**src/hdl/cfwr_pkg.sv**
```systemverilog
// Types and codes for the circular FIFO with replace.
// Depends on nothing; used by the cell, the top level and the checker.
`timescale 1ns / 1ps

package cfwr_pkg;

	localparam int unsigned WORD_W = 32;
	localparam int unsigned OCC_W  = 8;

	typedef enum logic [1:0] {
		FUNC_ENQ = 2'd0,
		FUNC_DEQ = 2'd1,
		FUNC_REP = 2'd2
	} func_t;

	typedef enum logic [1:0] {
		ST_OK        = 2'd0,
		ST_OVERFLOW  = 2'd1,
		ST_UNDERFLOW = 2'd2
	} status_t;

	localparam logic [WORD_W-1:0] UNDERFLOW_WORD = '1;

	typedef struct packed {
		logic              enq;
		logic              deq;
		logic              rep;
		logic [WORD_W-1:0] value;
		logic [WORD_W-1:0] new_value;
	} cell_ctrl_t;

endpackage

```
**src/hdl/cfwr_cell.sv**
```systemverilog
// One storage cell of the FIFO row: a word and its occupied flag.
// Depends on cfwr_pkg; instantiated in a row by circular_fifo_with_replace.
`timescale 1ns / 1ps

module cfwr_cell (
	input  logic                             clk,
	input  logic                             arst_n,
	input  cfwr_pkg::cell_ctrl_t             ctrl,
	input  logic                             prev_valid,
	input  logic                             next_valid,
	input  logic [cfwr_pkg::WORD_W-1:0]      next_data,
	output logic                             valid,
	output logic [cfwr_pkg::WORD_W-1:0]      data
);

	logic                        valid_q;
	logic [cfwr_pkg::WORD_W-1:0] data_q;
	logic                        tail;
	logic                        match;

	assign tail  = prev_valid && !valid_q;
	assign match = valid_q && (data_q == ctrl.value);

	always_ff @(posedge clk or negedge arst_n) begin
		if (!arst_n) begin
			valid_q <= 1'b0;
		end else if (ctrl.deq) begin
			valid_q <= next_valid;
		end else if (ctrl.enq && tail) begin
			valid_q <= 1'b1;
		end
	end

	// advance towards the head on dequeue; else take an enqueued word at the tail or a replacement on a match
	always_ff @(posedge clk) begin
		if (ctrl.deq) begin
			data_q <= next_data;
		end else if (ctrl.enq && tail) begin
			data_q <= ctrl.value;
		end else if (ctrl.rep && match) begin
			data_q <= ctrl.new_value;
		end
	end

	assign valid = valid_q;
	assign data  = data_q;

endmodule

```
**config.mk**
```make
export PLATFORM = sky130hd
export DESIGN_NAME = cfwr_cell
export DESIGN_NICKNAME = d
export VERILOG_FILES = /design/src/hdl/cfwr_pkg.sv /design/src/hdl/cfwr_cell.sv
export SDC_FILE = /design/constraint.sdc
export NUM_CORES = 1
export LEC_CHECK = 0
export BUFFER_PORTS_ARGS = -buffer_cell sky130_fd_sc_hd__buf_2
export CORE_MARGIN = 10
export CORE_UTILIZATION = 45
export DETAILED_ROUTE_END_ITERATION = 8
export GPL_TIMING_DRIVEN = 0
export HOLD_SLACK_MARGIN = 0.12
export PLACE_DENSITY = 0.94
export SKIP_LAST_GASP = 1
export SLEW_MARGIN = 5
export SYNTH_ARGS = -nofsm -noshare
export SYNTH_HDL_FRONTEND = slang
export SYNTH_SLANG_ARGS = --single-unit
```
**constraint.sdc**
```tcl
create_clock -name clk -period 8 [get_ports clk]
set_input_delay 2 -clock clk [delete_from_list [all_inputs] [get_ports clk]]
set_output_delay 2 -clock clk [all_outputs]
set_load 0.03 [all_outputs]
```
Word-level counts from Yosys, hierarchy flattened. Index checks and enable logic that the tools add are counted.

Equal/unequal tests: 1. Multiplexer cells: 5. Reductions and logical operators: 7.

Operators with widths (number): two-way mux 32 bit (3); == test 32 bit (1); logical AND 1 bit (4); nonzero test 3 bit (1); two-way mux 1 bit (2); nonzero test 2 bit (1); zero test 1 bit (1).

Flip-flop bits (word level): 33. Logic and storage cells: 15.

Longest topological paths before layout. Gate-level depths: netlist of run 1.

Word-level depth: 6. Mapped depth: 5. Depth with buffers taken out: 5.

Least setup slack after synthesis of run 1. Ideal clock, no wire load.

Kind: in2reg. From: input port ctrl[47] (netlist bit). To: register data_q, in the netlist data[0], enable pin. Setup time: 425 ps. Arrival time: 4503 ps. Required time: 7575 ps. Slack: 3072 ps. Cell stages on the path: 5. Buffers on the path: 0. Path through: xor2_1 -> nor4_1 -> nand4_1 -> or4_1 -> o21ai_1.

Longest elaborated chain between the ends: 4.

Ends and longest elaborated chain: start, declared (line cfwr_cell.sv:8) `input cfwr_pkg::cell_ctrl_t ctrl,`; == test 32 bit (line cfwr_cell.sv:22) `assign match = valid_q && (data_q == ctrl.value);`; logical AND 1 bit (line cfwr_cell.sv:22); logical AND 1 bit (line cfwr_cell.sv:40) `end else if (ctrl.rep && match) begin`; nonzero test 3 bit (no line); end signal, assigned (line cfwr_cell.sv:37) `data_q <= next_data;`; end signal, assigned (line cfwr_cell.sv:39) `data_q <= ctrl.value;`; end signal, assigned (line cfwr_cell.sv:41) `data_q <= ctrl.new_value;`; end, declared (line cfwr_cell.sv:17) `logic [cfwr_pkg::WORD_W-1:0] data_q;`.

No other way between the ends. A chain may end at the register's enable or synchronous reset.

Final worst setup path of run 1.
From: input port ctrl[32] (netlist bit). To: register data_q, in the netlist data[31], enable pin.

Same word-level chain as after synthesis.

==> results.md, run 1 <==
- Crit-path max cell delay: 610 ps
- Synthesis-to-finish area growth: 42.57%
- Reg2Reg Depth: 6
- Root buffer cell: clkbuf_8
- CTS Sinks: 33
- Die height: 86.89 um
- Mean Syn Cell Area: around 11 um2
- Initial Util: 46.24%
- Final wirelength: just over 7 mm
- Worst R2R Start: data[30]$_DFFE_PP_
- I/O pin cnt: 136
- Yosys warnings: 0
- FF+latch count, synth: 33
- Startpoint types: input pin
- Hold depth: 2
- Leak pwr: around 1.5 nW
- Crit-path max FO: 17
- Sequential share of the synthesized area: between 40% and 50%
- Final Cycle Share: 53.67%
- GRT Resource Usage Total: 18.15%
- Netlist Area Pre-Place: just over 2000 um2
- Cell Area, Placed: roughly 2800 um2
- WS Path Type: input pin to flop
- CTS tree: built
- Worst reg-to-reg setup slack: a little over 5000 ps
- HP Class: flop to flop
- Routed WL per cell: ~18 um
- Status: completed
- Detail Placement HPWL: ~5.7 mm
- Largest net degree at the start of global routing: 18
- # nets final: 434
- Max cap viols: 0
- Actual slew at the worst max-slew pin: approximately 640 ps
- Post-Route Setup TNS: 0 ps
- RSZ-0062 raised after global routing: no
- Arr. time, crit path: around 4300 ps
- Slowest cell on the critical path: or4_1
- First-pass DRT Iterations: 4
- Average vias per placed instance: 5.117
- Place WS: 3320 ps
- Endpoints failing setup: 0
- Design Power: 479.4 uW
- Worst rel slew slack: 57.01%
- Die width: ~87 um
- Worst Skew: between 6 and 7 ps
- Peak VDD IR: 0.1119 mV
- Number of setup buffers added after CTS: 0
- Design area: roughly 2900 um2
- Max-slew violations: 0
- Core Footprint: 4354 um2
- Netlist cell types: 16
- WP data required: about 8000 ps
- Antenna Cells: 0
- Max Root-Sink Buffers: 2
- Synthesized instance count: ~190
- Critical Path Sink Type: flop
- Fmax: between 0.2 and 0.25 GHz
- PwrDens: around 170 nW/um2
- Reg-to-reg endpoint: data[31]$_DFFE_PP_
- GP Congestion: ~0.82
- Clock latency on the worst-skew pair: 290 ps
- Hold Crit Start: valid$_DFFE_PN0P_
- Critical Path, Cell by Cell: buf_2 > xor2_1 > nor4_1 > nand4_1 > or4_1 > o21ai_4 > buf_16
- H-tree depth: 2
- Drt initial violations: between 90 and 100
- CTS Hold Buffers Added: 0
- Final ANT Viol Nets: 0
- Syn Nets: ~290
- Setup ws final: 3706 ps
- Final Critical Period: 4294 ps
- Die area: around 7500 um2
- Clock-pin slew on the worst setup and hold paths: roughly 70 ps
- Residual DRC: 0
- Share of cells above drive strength 1: between 40% and 50%
- Final number of hold-violating endpoints: 0
- Initial antenna violation count: 0
- IO buf count: approximately 130
- Row cnt: 24
- Grt ovf: 0
- Number of global-route vias before repair: 2,201
- WHS Endpoint: valid$_DFFE_PN0P_
- Cts repair resizes: 0
- TritonCTS Buffers: 5
- Via count: 1,965
- Global-route wire length before repair: 10.76 mm
cell type report:
type                            instances  area, um2
Buffer                                 11      45.04
Clock buffer                            6      72.57
Clock inverter                          2      10.01
Fill cell                             371       1484
Multi-Input combinational cell        145      993.5
Sequential cell                        33      985.9
Tap cell                               52      65.06
Timing Repair Buffer                  135      698.2
how the worst max path moves through the flow:
stage,end,cells after the start,startpoint,slack [ps]
after global placement,data[16]$_DFFE_PP_,6,ctrl[32],1860
after CTS,data[31]$_DFFE_PP_,7,ctrl[32],3620
after detailed placement,data[19]$_DFFE_PP_,7,ctrl[32],3320
after global routing,data[18]$_DFFE_PP_,7,ctrl[62],3540
final,data[31]$_DFFE_PP_,7,ctrl[32],3710
after floorplan,data[0]$_DFFE_PP_,5,ctrl[47],3070
cell usage in the layout, fill, tap and decap left out, drive strengths merged:
master	Yosys	layout
nand2	33	33
edfxtp	32	32
nor2b	1	1
clkbuf	8	14
clkinv	0	2
dfrtp	1	1
mux2i	32	32
a21oi	1	1
nand4	4	4
xnor2	12	12
nand3b	1	1
xor2	20	20
nand3	1	1
nor4	5	5
o21ai	34	34
buf	3	138
or4	1	1
report_power, final:
part	switching, mW	internal, mW
sequential	0.00971	0.210
clock	0.0625	0.0603
combinational	0.0814	0.0557
critical path: cells and delay by family:
kind                   cells  cell delay (ps)
AND/OR/NAND/NOR            3             1250
buffers and inverters      2              340
XOR/XNOR                   1              150
AO/OA/AOI/OAI              1              540
synth_stat cells, drive strengths merged:
cell type  count  area share (%)
a21oi          1            0.25
buf            3            0.75
clkbuf         8             1.5
dfrtp          1             1.2
edfxtp        32              48
mux2i         32              16
nand2         33             6.2
nand3          1            0.25
nand3b         1            0.37
nand4          4             1.2
nor2b          1            0.31
nor4           5             1.6
o21ai         34             8.5
or4            1            0.37
xnor2         12             5.2
xor2          20             8.7
sequential cells by signal (all words and copies together) (netlist names):
name and count:
data 32, valid 1
kinds of logic (layout without fill, tap and decap cells):
logic type	after synthesis	count (layout)	share of synthesized area, %
flip-flops	33	33	48.97
buffers and inverters	11	154	2.237
XOR/XNOR	32	32	13.92
multiplexers	32	32	15.91
AND/OR/NAND/NOR	46	46	10.25
AO/OA/AOI/OAI	35	35	8.701
metal layers:
metal / global-route usage (%) / part of all wire [%]
met5: 0 / 0
met3: 7.959 / 9.5
met1: 19.91 / 38
met2: 31.38 / 51
met4: 4.124 / 1.0
stage by stage:
step	cells	hold WS [ps]	utilization, %
2_1_floorplan	189	713.3	-
3_3_place_gp	375	543.1	63.13
3_5_place_dp	376	580.4	64.02
4_1_cts	384	596.4	65.92
5_1_grt	384	624.3	65.92
6_report	384	594.7	65.92
Note: power is estimated with default switching activity, not from simulation.
==> inputs of run 2 (changes only) <==
--- a/config.mk
+++ b/config.mk
@@ -7,11 +7,11 @@
 export LEC_CHECK = 0
 export BUFFER_PORTS_ARGS = -buffer_cell sky130_fd_sc_hd__buf_2
 export CORE_MARGIN = 10
-export CORE_UTILIZATION = 45
+export CORE_UTILIZATION = 42
 export DETAILED_ROUTE_END_ITERATION = 8
 export GPL_TIMING_DRIVEN = 0
 export HOLD_SLACK_MARGIN = 0.12
-export PLACE_DENSITY = 0.94
+export PLACE_DENSITY = 0.89
 export SKIP_LAST_GASP = 1
 export SLEW_MARGIN = 5
 export SYNTH_ARGS = -nofsm -noshare
==> constraint.sdc (replaced) <==
create_clock -name clk -period 4.35 [get_ports clk]
set_input_delay 1.0875 -clock clk [delete_from_list [all_inputs] [get_ports clk]]
set_output_delay 1.0875 -clock clk [all_outputs]
set_load 0.03 [all_outputs]
==> results.md, run 2 (synthesis results as in run 1) <==
- Commonest non-fill, non-tap cell in the layout: buf_2
- Die width: 89.24 um (+2.7%)
- Grt ovf: 0 (unchanged)
- Max-slew violations: 0 (unchanged)
- RSZ-0062 raised after global routing: no
- WP depth: 7 (unchanged)
- Layout fillers: 404 (+8.9%)
- Slowest cell on the critical path: or4_1
- CTS tree: built
- H-tree depth: 2 (unchanged)
- Max Root-Sink Buffers: 2 (unchanged)
- Routed WL per cell: 18.61 um (+1.3%)
- Status: completed
- Worst Skew: 4.230 ps (-2.292 ps)
- Actual slew at the worst max-slew pin: 562.1 ps (-80.34 ps)
- GP Congestion: 0.7916 (-3.2%)
- Core Footprint: 4692 um2 (+7.8%)
- Peak VDD IR: 0.2001 mV (+79%)
- GRT Resource Usage Total: 17.34% (-0.81 points)
- WP data required: 4340 ps (-3660 ps)
- Root buffer cell: clkbuf_8
- WS Path Type: input pin to flop
- Final Util: 61.73% (-4.2 points)
- Clock latency on the worst-skew pair: 280 ps (about the same)
- CTS Sinks: 33 (unchanged)
- Number of setup buffers added after CTS: 0 (unchanged)
- Final number of hold-violating endpoints: 0 (unchanged)
- PwrDens: 325.2 nW/um2 (+95%)
- Final Critical Period: about 3300 ps
- WP buf/inv: 2 (unchanged)
- CTS Hold Buffers Added: 0 (unchanged)
- Critical Path Sink Type: flop
- # nets final: 434 (unchanged)
- Fmax: slightly above 0.3 GHz
- Max cap viols: 0 (unchanged)
- Endpoints failing setup: 0 (unchanged)
- Largest net degree at the start of global routing: 21 (+3)
- Global-route wire length before repair: 10.46 mm (-2.8%)
- Final ANT Viol Nets: 0 (unchanged)
- Synthesis-to-finish area growth: 43.88%
- Final wirelength: 7.183 mm (+1.8%)
- Crit-path max cell delay: 600 ps (about the same)
- Leak pwr: 1.477 nW (+0.54%)
- Average vias per placed instance: 5.189 (+1.4%)
- Residual DRC: 0 (unchanged)
- Initial Util: 42.91% (-3.3 points)
- Startpoint types: input pin
- Die height: 89.24 um (+2.7%)
- Arr. time, crit path: 3300 ps (-990 ps)
- Crit-path max FO: 20 (+3)
- Final Cycle Share: 75.98%
- Initial antenna violation count: 0 (unchanged)
- Drt initial violations: 74 (-21%)
- Clock-pin slew on the worst setup and hold paths: 70 ps (about the same)
- Reg2Reg Depth: 6 (unchanged)
- Delay-heaviest family, CP: simple AND/OR/NAND/NOR gates
- Share of cells above drive strength 1: 43.67% (-0.30 points)
- Detail Placement HPWL: 5.697 mm (-0.43%)
- HP Class: input pin to asynchronous set/reset pin
- Post-Route Setup TNS: 0 ps (unchanged)
- Most frequent cells in the layout: buf_2, nand2_1, o21ai_1, mux2i_1, edfxtp_1
- Cts repair resizes: 0 (unchanged)
- TritonCTS Buffers: 5 (unchanged)
- IO buf count: 134 (unchanged)
- First-pass DRT Iterations: 4 (unchanged)
- Critical Path, Cell by Cell: buf_2 > xor2_1 > nor4_1 > nand4_1 > or4_1 > o21ai_4 > buf_16
- I/O pin cnt: 136 (unchanged)
- Number of global-route vias before repair: 2,133 (-3.1%)
- Worst rel slew slack: 62.53% (+5.5 points)
- Via count: 2,003 (+1.9%)
- Max FFs per register: 32 (unchanged)
- Antenna Cells: 0 (unchanged)
- Row cnt: 25 (+4.2%)
- Die area: 7963 um2 (+5.5%)
==> run 2: power breakdown <==
group / internal, mW / leakage, nW / total [mW] / switching, mW
registers: 0.386 / 0.333 / 0.404 / 0.0182
clock network: 0.169 / 0.0528 / 0.286 / 0.117
logic: 0.102 / 1.09 / 0.252 / 0.150
==> run 2: worst paths after layout <==
kind                                     from            endpoint  slack [ps]
max reg2reg                data[30]$_DFFE_PP_  data[24]$_DFFE_PP_        1520
min in group clk            valid$_DFFE_PN0P_   valid$_DFFE_PN0P_         570
min reg2reg                 valid$_DFFE_PN0P_   valid$_DFFE_PN0P_         570
min                                    arst_n   valid$_DFFE_PN0P_         560
max in group asynchronous              arst_n   valid$_DFFE_PN0P_        3700
max                                  ctrl[62]  data[24]$_DFFE_PP_        1040
==> run 2: metal layers <==
metal	global-route usage [%]	share of wire, %
met3	6.563	10
met5	0	0
met4	4.046	0.54
met1	19.14	38
met2	30.69	51
==> run 2: cell type report <==
class / count / area, um2 / share of cell area [%]
multi-input combinational: 145 / 993.5 / 34.30
sequential: 33 / 985.9 / 34.04
timing repair buffer: 135 / 698.2 / 24.10
clock buffer: 6 / 72.57 / 2.505
tap: 54 / 67.56 / 2.333
buffer: 11 / 45.04 / 1.555
clock inverter: 2 / 33.78 / 1.166
==> run 2: worst register-to-register path, delay by kind of cell, from the launching register on <==
family / cells / cell delay [ps]
AO/OA/AOI/OAI: 1 / 460
AND/OR/NAND/NOR: 3 / 1250
flip-flops: 1 / 400
XOR/XNOR: 1 / 180
buffers and inverters: 1 / 230
==> run 2: through the flow <==
stage / area (um2) / total power [mW] / setup WS [ps] / hold WS (ps) / instances
6_report: 2897 / 0.9420 / 1045 / 563.7 / 386
5_1_grt: 2897 / 0.9879 / 923.9 / 551.1 / 386
4_1_cts: 2897 / 0.9488 / 976.9 / 559.5 / 386
3_5_place_dp: 2790 / 0.6642 / 675.4 / 560.0 / 378
3_3_place_gp: 2751 / 0.6530 / -887.4 / 545.0 / 377
2_1_floorplan: 2013 / 0.5548 / 334.4 / 713.3 / 189
==> inputs of run 3 (changes only) <==
==> constraint.sdc (replaced) <==
create_clock -name clk -period 3.2 [get_ports clk]
set_input_delay 0.8 -clock clk [delete_from_list [all_inputs] [get_ports clk]]
set_output_delay 0.8 -clock clk [all_outputs]
set_load 0.03 [all_outputs]
==> results.md, run 3 (synthesis results as in run 1) <==
- H-tree depth: 2 (unchanged)
- PwrDens: 415.1 nW/um2 (+28%)
- Setup ws final: 224.1 ps (-820.8 ps)
- TritonCTS Buffers: 5 (unchanged)
- RSZ-0062 raised after global routing: no
- Core Footprint: 4692 um2 (unchanged)
- Final non-filler cell total: 386 (unchanged)
- Status: completed
- Actual slew at the worst max-slew pin: 572.1 ps (+9.980 ps)
- Global-route wire length before repair: 10.54 mm (+0.73%)
- Die height: 89.24 um (unchanged)
- Slowest cell on the critical path: or4_1
- Initial antenna violation count: 0 (unchanged)
- Final Cycle Share: between 90% and 100%
- WP data required: 3190 ps (-1150 ps)
- Worst rel slew slack: 61.86% (-0.67 points)
- Clock latency on the worst-skew pair: 280 ps (about the same)
- Commonest non-fill, non-tap cell in the layout: buf_2
- Die width: 89.24 um (unchanged)
- Final Critical Period: 2976 ps
- Residual DRC: 0 (unchanged)
- Cts repair resizes: 0 (unchanged)
- WP buf/inv: 2 (unchanged)
- Row cnt: 25 (unchanged)
- WS Path Type: input pin to flop
- Routed WL per cell: 18.70 um (+0.47%)
- Reg-to-reg endpoint: data[5]$_DFFE_PP_
- Worst reg-to-reg setup slack: 420 ps (-1100 ps)
- Crit-path max cell delay: 600 ps (about the same)
- IO buf count: 134 (unchanged)
- Reg2Reg Depth: 6 (unchanged)
- I/O pin cnt: 136 (unchanged)
- Final number of hold-violating endpoints: 0 (unchanged)
- HP Class: input pin to asynchronous set/reset pin
- Final wirelength: 7.217 mm (+0.47%)
- Max Root-Sink Buffers: 2 (unchanged)
- Share of cells above drive strength 1: 43.67% (unchanged)
- Most frequent cells in the layout: buf_2, nand2_1, o21ai_1, mux2i_1, edfxtp_1
- Max-slew violations: 0 (unchanged)
- Worst Skew: 4.387 ps (+0.1573 ps)
- Grt ovf: 0 (unchanged)
- Inst Count DP: 378 (unchanged)
- Critical Path Sink Type: flop
- CTS Hold Buffers Added: 0 (unchanged)
- Antenna Cells: 0 (unchanged)
- Critical Path, Cell by Cell: buf_2 > xor2_1 > nor4_1 > nand4_1 > or4_1 > o21ai_4 > buf_16
- Arr. time, crit path: 2970 ps (-330 ps)
- Initial Util: 42.91% (unchanged)
- Via count: 1,943 (-3.0%)
- Endpoints failing setup: 0 (unchanged)
- Max FFs per register: 32 (unchanged)
- Worst slack on hold paths: 275.6 ps (-288.1 ps)
- Largest net degree at the start of global routing: 23 (+9.5%)
- WP depth: 7 (unchanged)
- Place WS: -156.8 ps (-832.2 ps)
- First-pass DRT Iterations: 4 (unchanged)
- CTS Sinks: 33 (unchanged)
- Drt initial violations: 91 (+23%)
- Final ANT Viol Nets: 0 (unchanged)
- Synthesis-to-finish area growth: 42.63%
- Fmax: approximately 0.34 GHz
- Number of global-route vias before repair: 2,165 (+1.5%)
- Root buffer cell: clkbuf_8
- Startpoint types: input pin
- Max cap viols: 0 (unchanged)
- Average vias per placed instance: 5.034 (-3.0%)
- Die area: 7963 um2 (unchanged)
- Worst R2R Start: data[30]$_DFFE_PP_
- CTS tree: built
- Detail Placement HPWL: 5.759 mm (+1.1%)
- Number of setup buffers added after CTS: 0 (unchanged)
- Peak VDD IR: 0.2128 mV (+6.4%)
- Crit path from: ctrl[32]
- # nets final: 434 (unchanged)
- Delay-heaviest family, CP: simple AND/OR/NAND/NOR gates
- Clock-pin slew on the worst setup and hold paths: 70 ps (about the same)
- GP Congestion: 0.8156 (+3.0%)
- Design Power: 1.192 mW (+27%)
- GRT Resource Usage Total: 17.51% (+0.17 points)
- Leak pwr: 1.467 nW (-0.67%)
- Crit-path max FO: 22 (+10%)
## run 3: cell count changes in the layout (fill, tap and decap cells not counted), sizes merged
| cell | change |
|---|---|
| bufinv | -1 |
| clkbuf | -1 |
| clkinv | +2 |
## run 3: cell type report
class,count,area [um2]
timing repair buffer,135,698.2
sequential,33,985.9
clock buffer,5,68.82
fill,426,1821
buffer,11,45.04
clock inverter,3,12.51
multi-input combinational,145,993.5
tap,54,67.56
## run 3: power by group
group / switching, mW / internal [mW] / leakage, nW / total (mW)
logic: 0.204 / 0.139 / 1.09 / 0.343
registers: 0.0244 / 0.524 / 0.333 / 0.549
clock network: 0.154 / 0.146 / 0.0430 / 0.300
## run 3: layer usage
layer	GRT usage [%]	routed length, um
met3	6.199	636
met1	18.47	2769
met5	0	0
met4	5.780	84
met2	31.55	3726
## run 3: how the worst max path moves through the flow
stage / to / slack, ps
floorplan: data[0]$_DFFE_PP_ / 60
CTS: data[11]$_DFFE_PP_ / 140
detailed placement: data[13]$_DFFE_PP_ / -160
global route: data[22]$_DFFE_PP_ / 80
global placement: data[15]$_DFFE_PP_ / -880
finish: data[5]$_DFFE_PP_ / 220
## run 3: metrics by stage
stage                     utilization [%]  setup TNS (ps)  cell area (um2)
after floorplan                         -               0             2017
after CTS                           61.20               0             2872
after detailed placement            59.47           -3429             2790
final                               61.20               0             2872
after global placement              58.72          -28050             2755
after global routing                61.20               0             2872
## run 3: worst register-to-register path: cells and delay by family (launching register included)
family | cells | cell delay, ps
DFF | 1 | 400
AOI/OAI and AO/OA | 1 | 420
buffers and inverters | 1 | 240
xor gates and xnor gates | 1 | 170
and+or+nand+nor | 3 | 1260
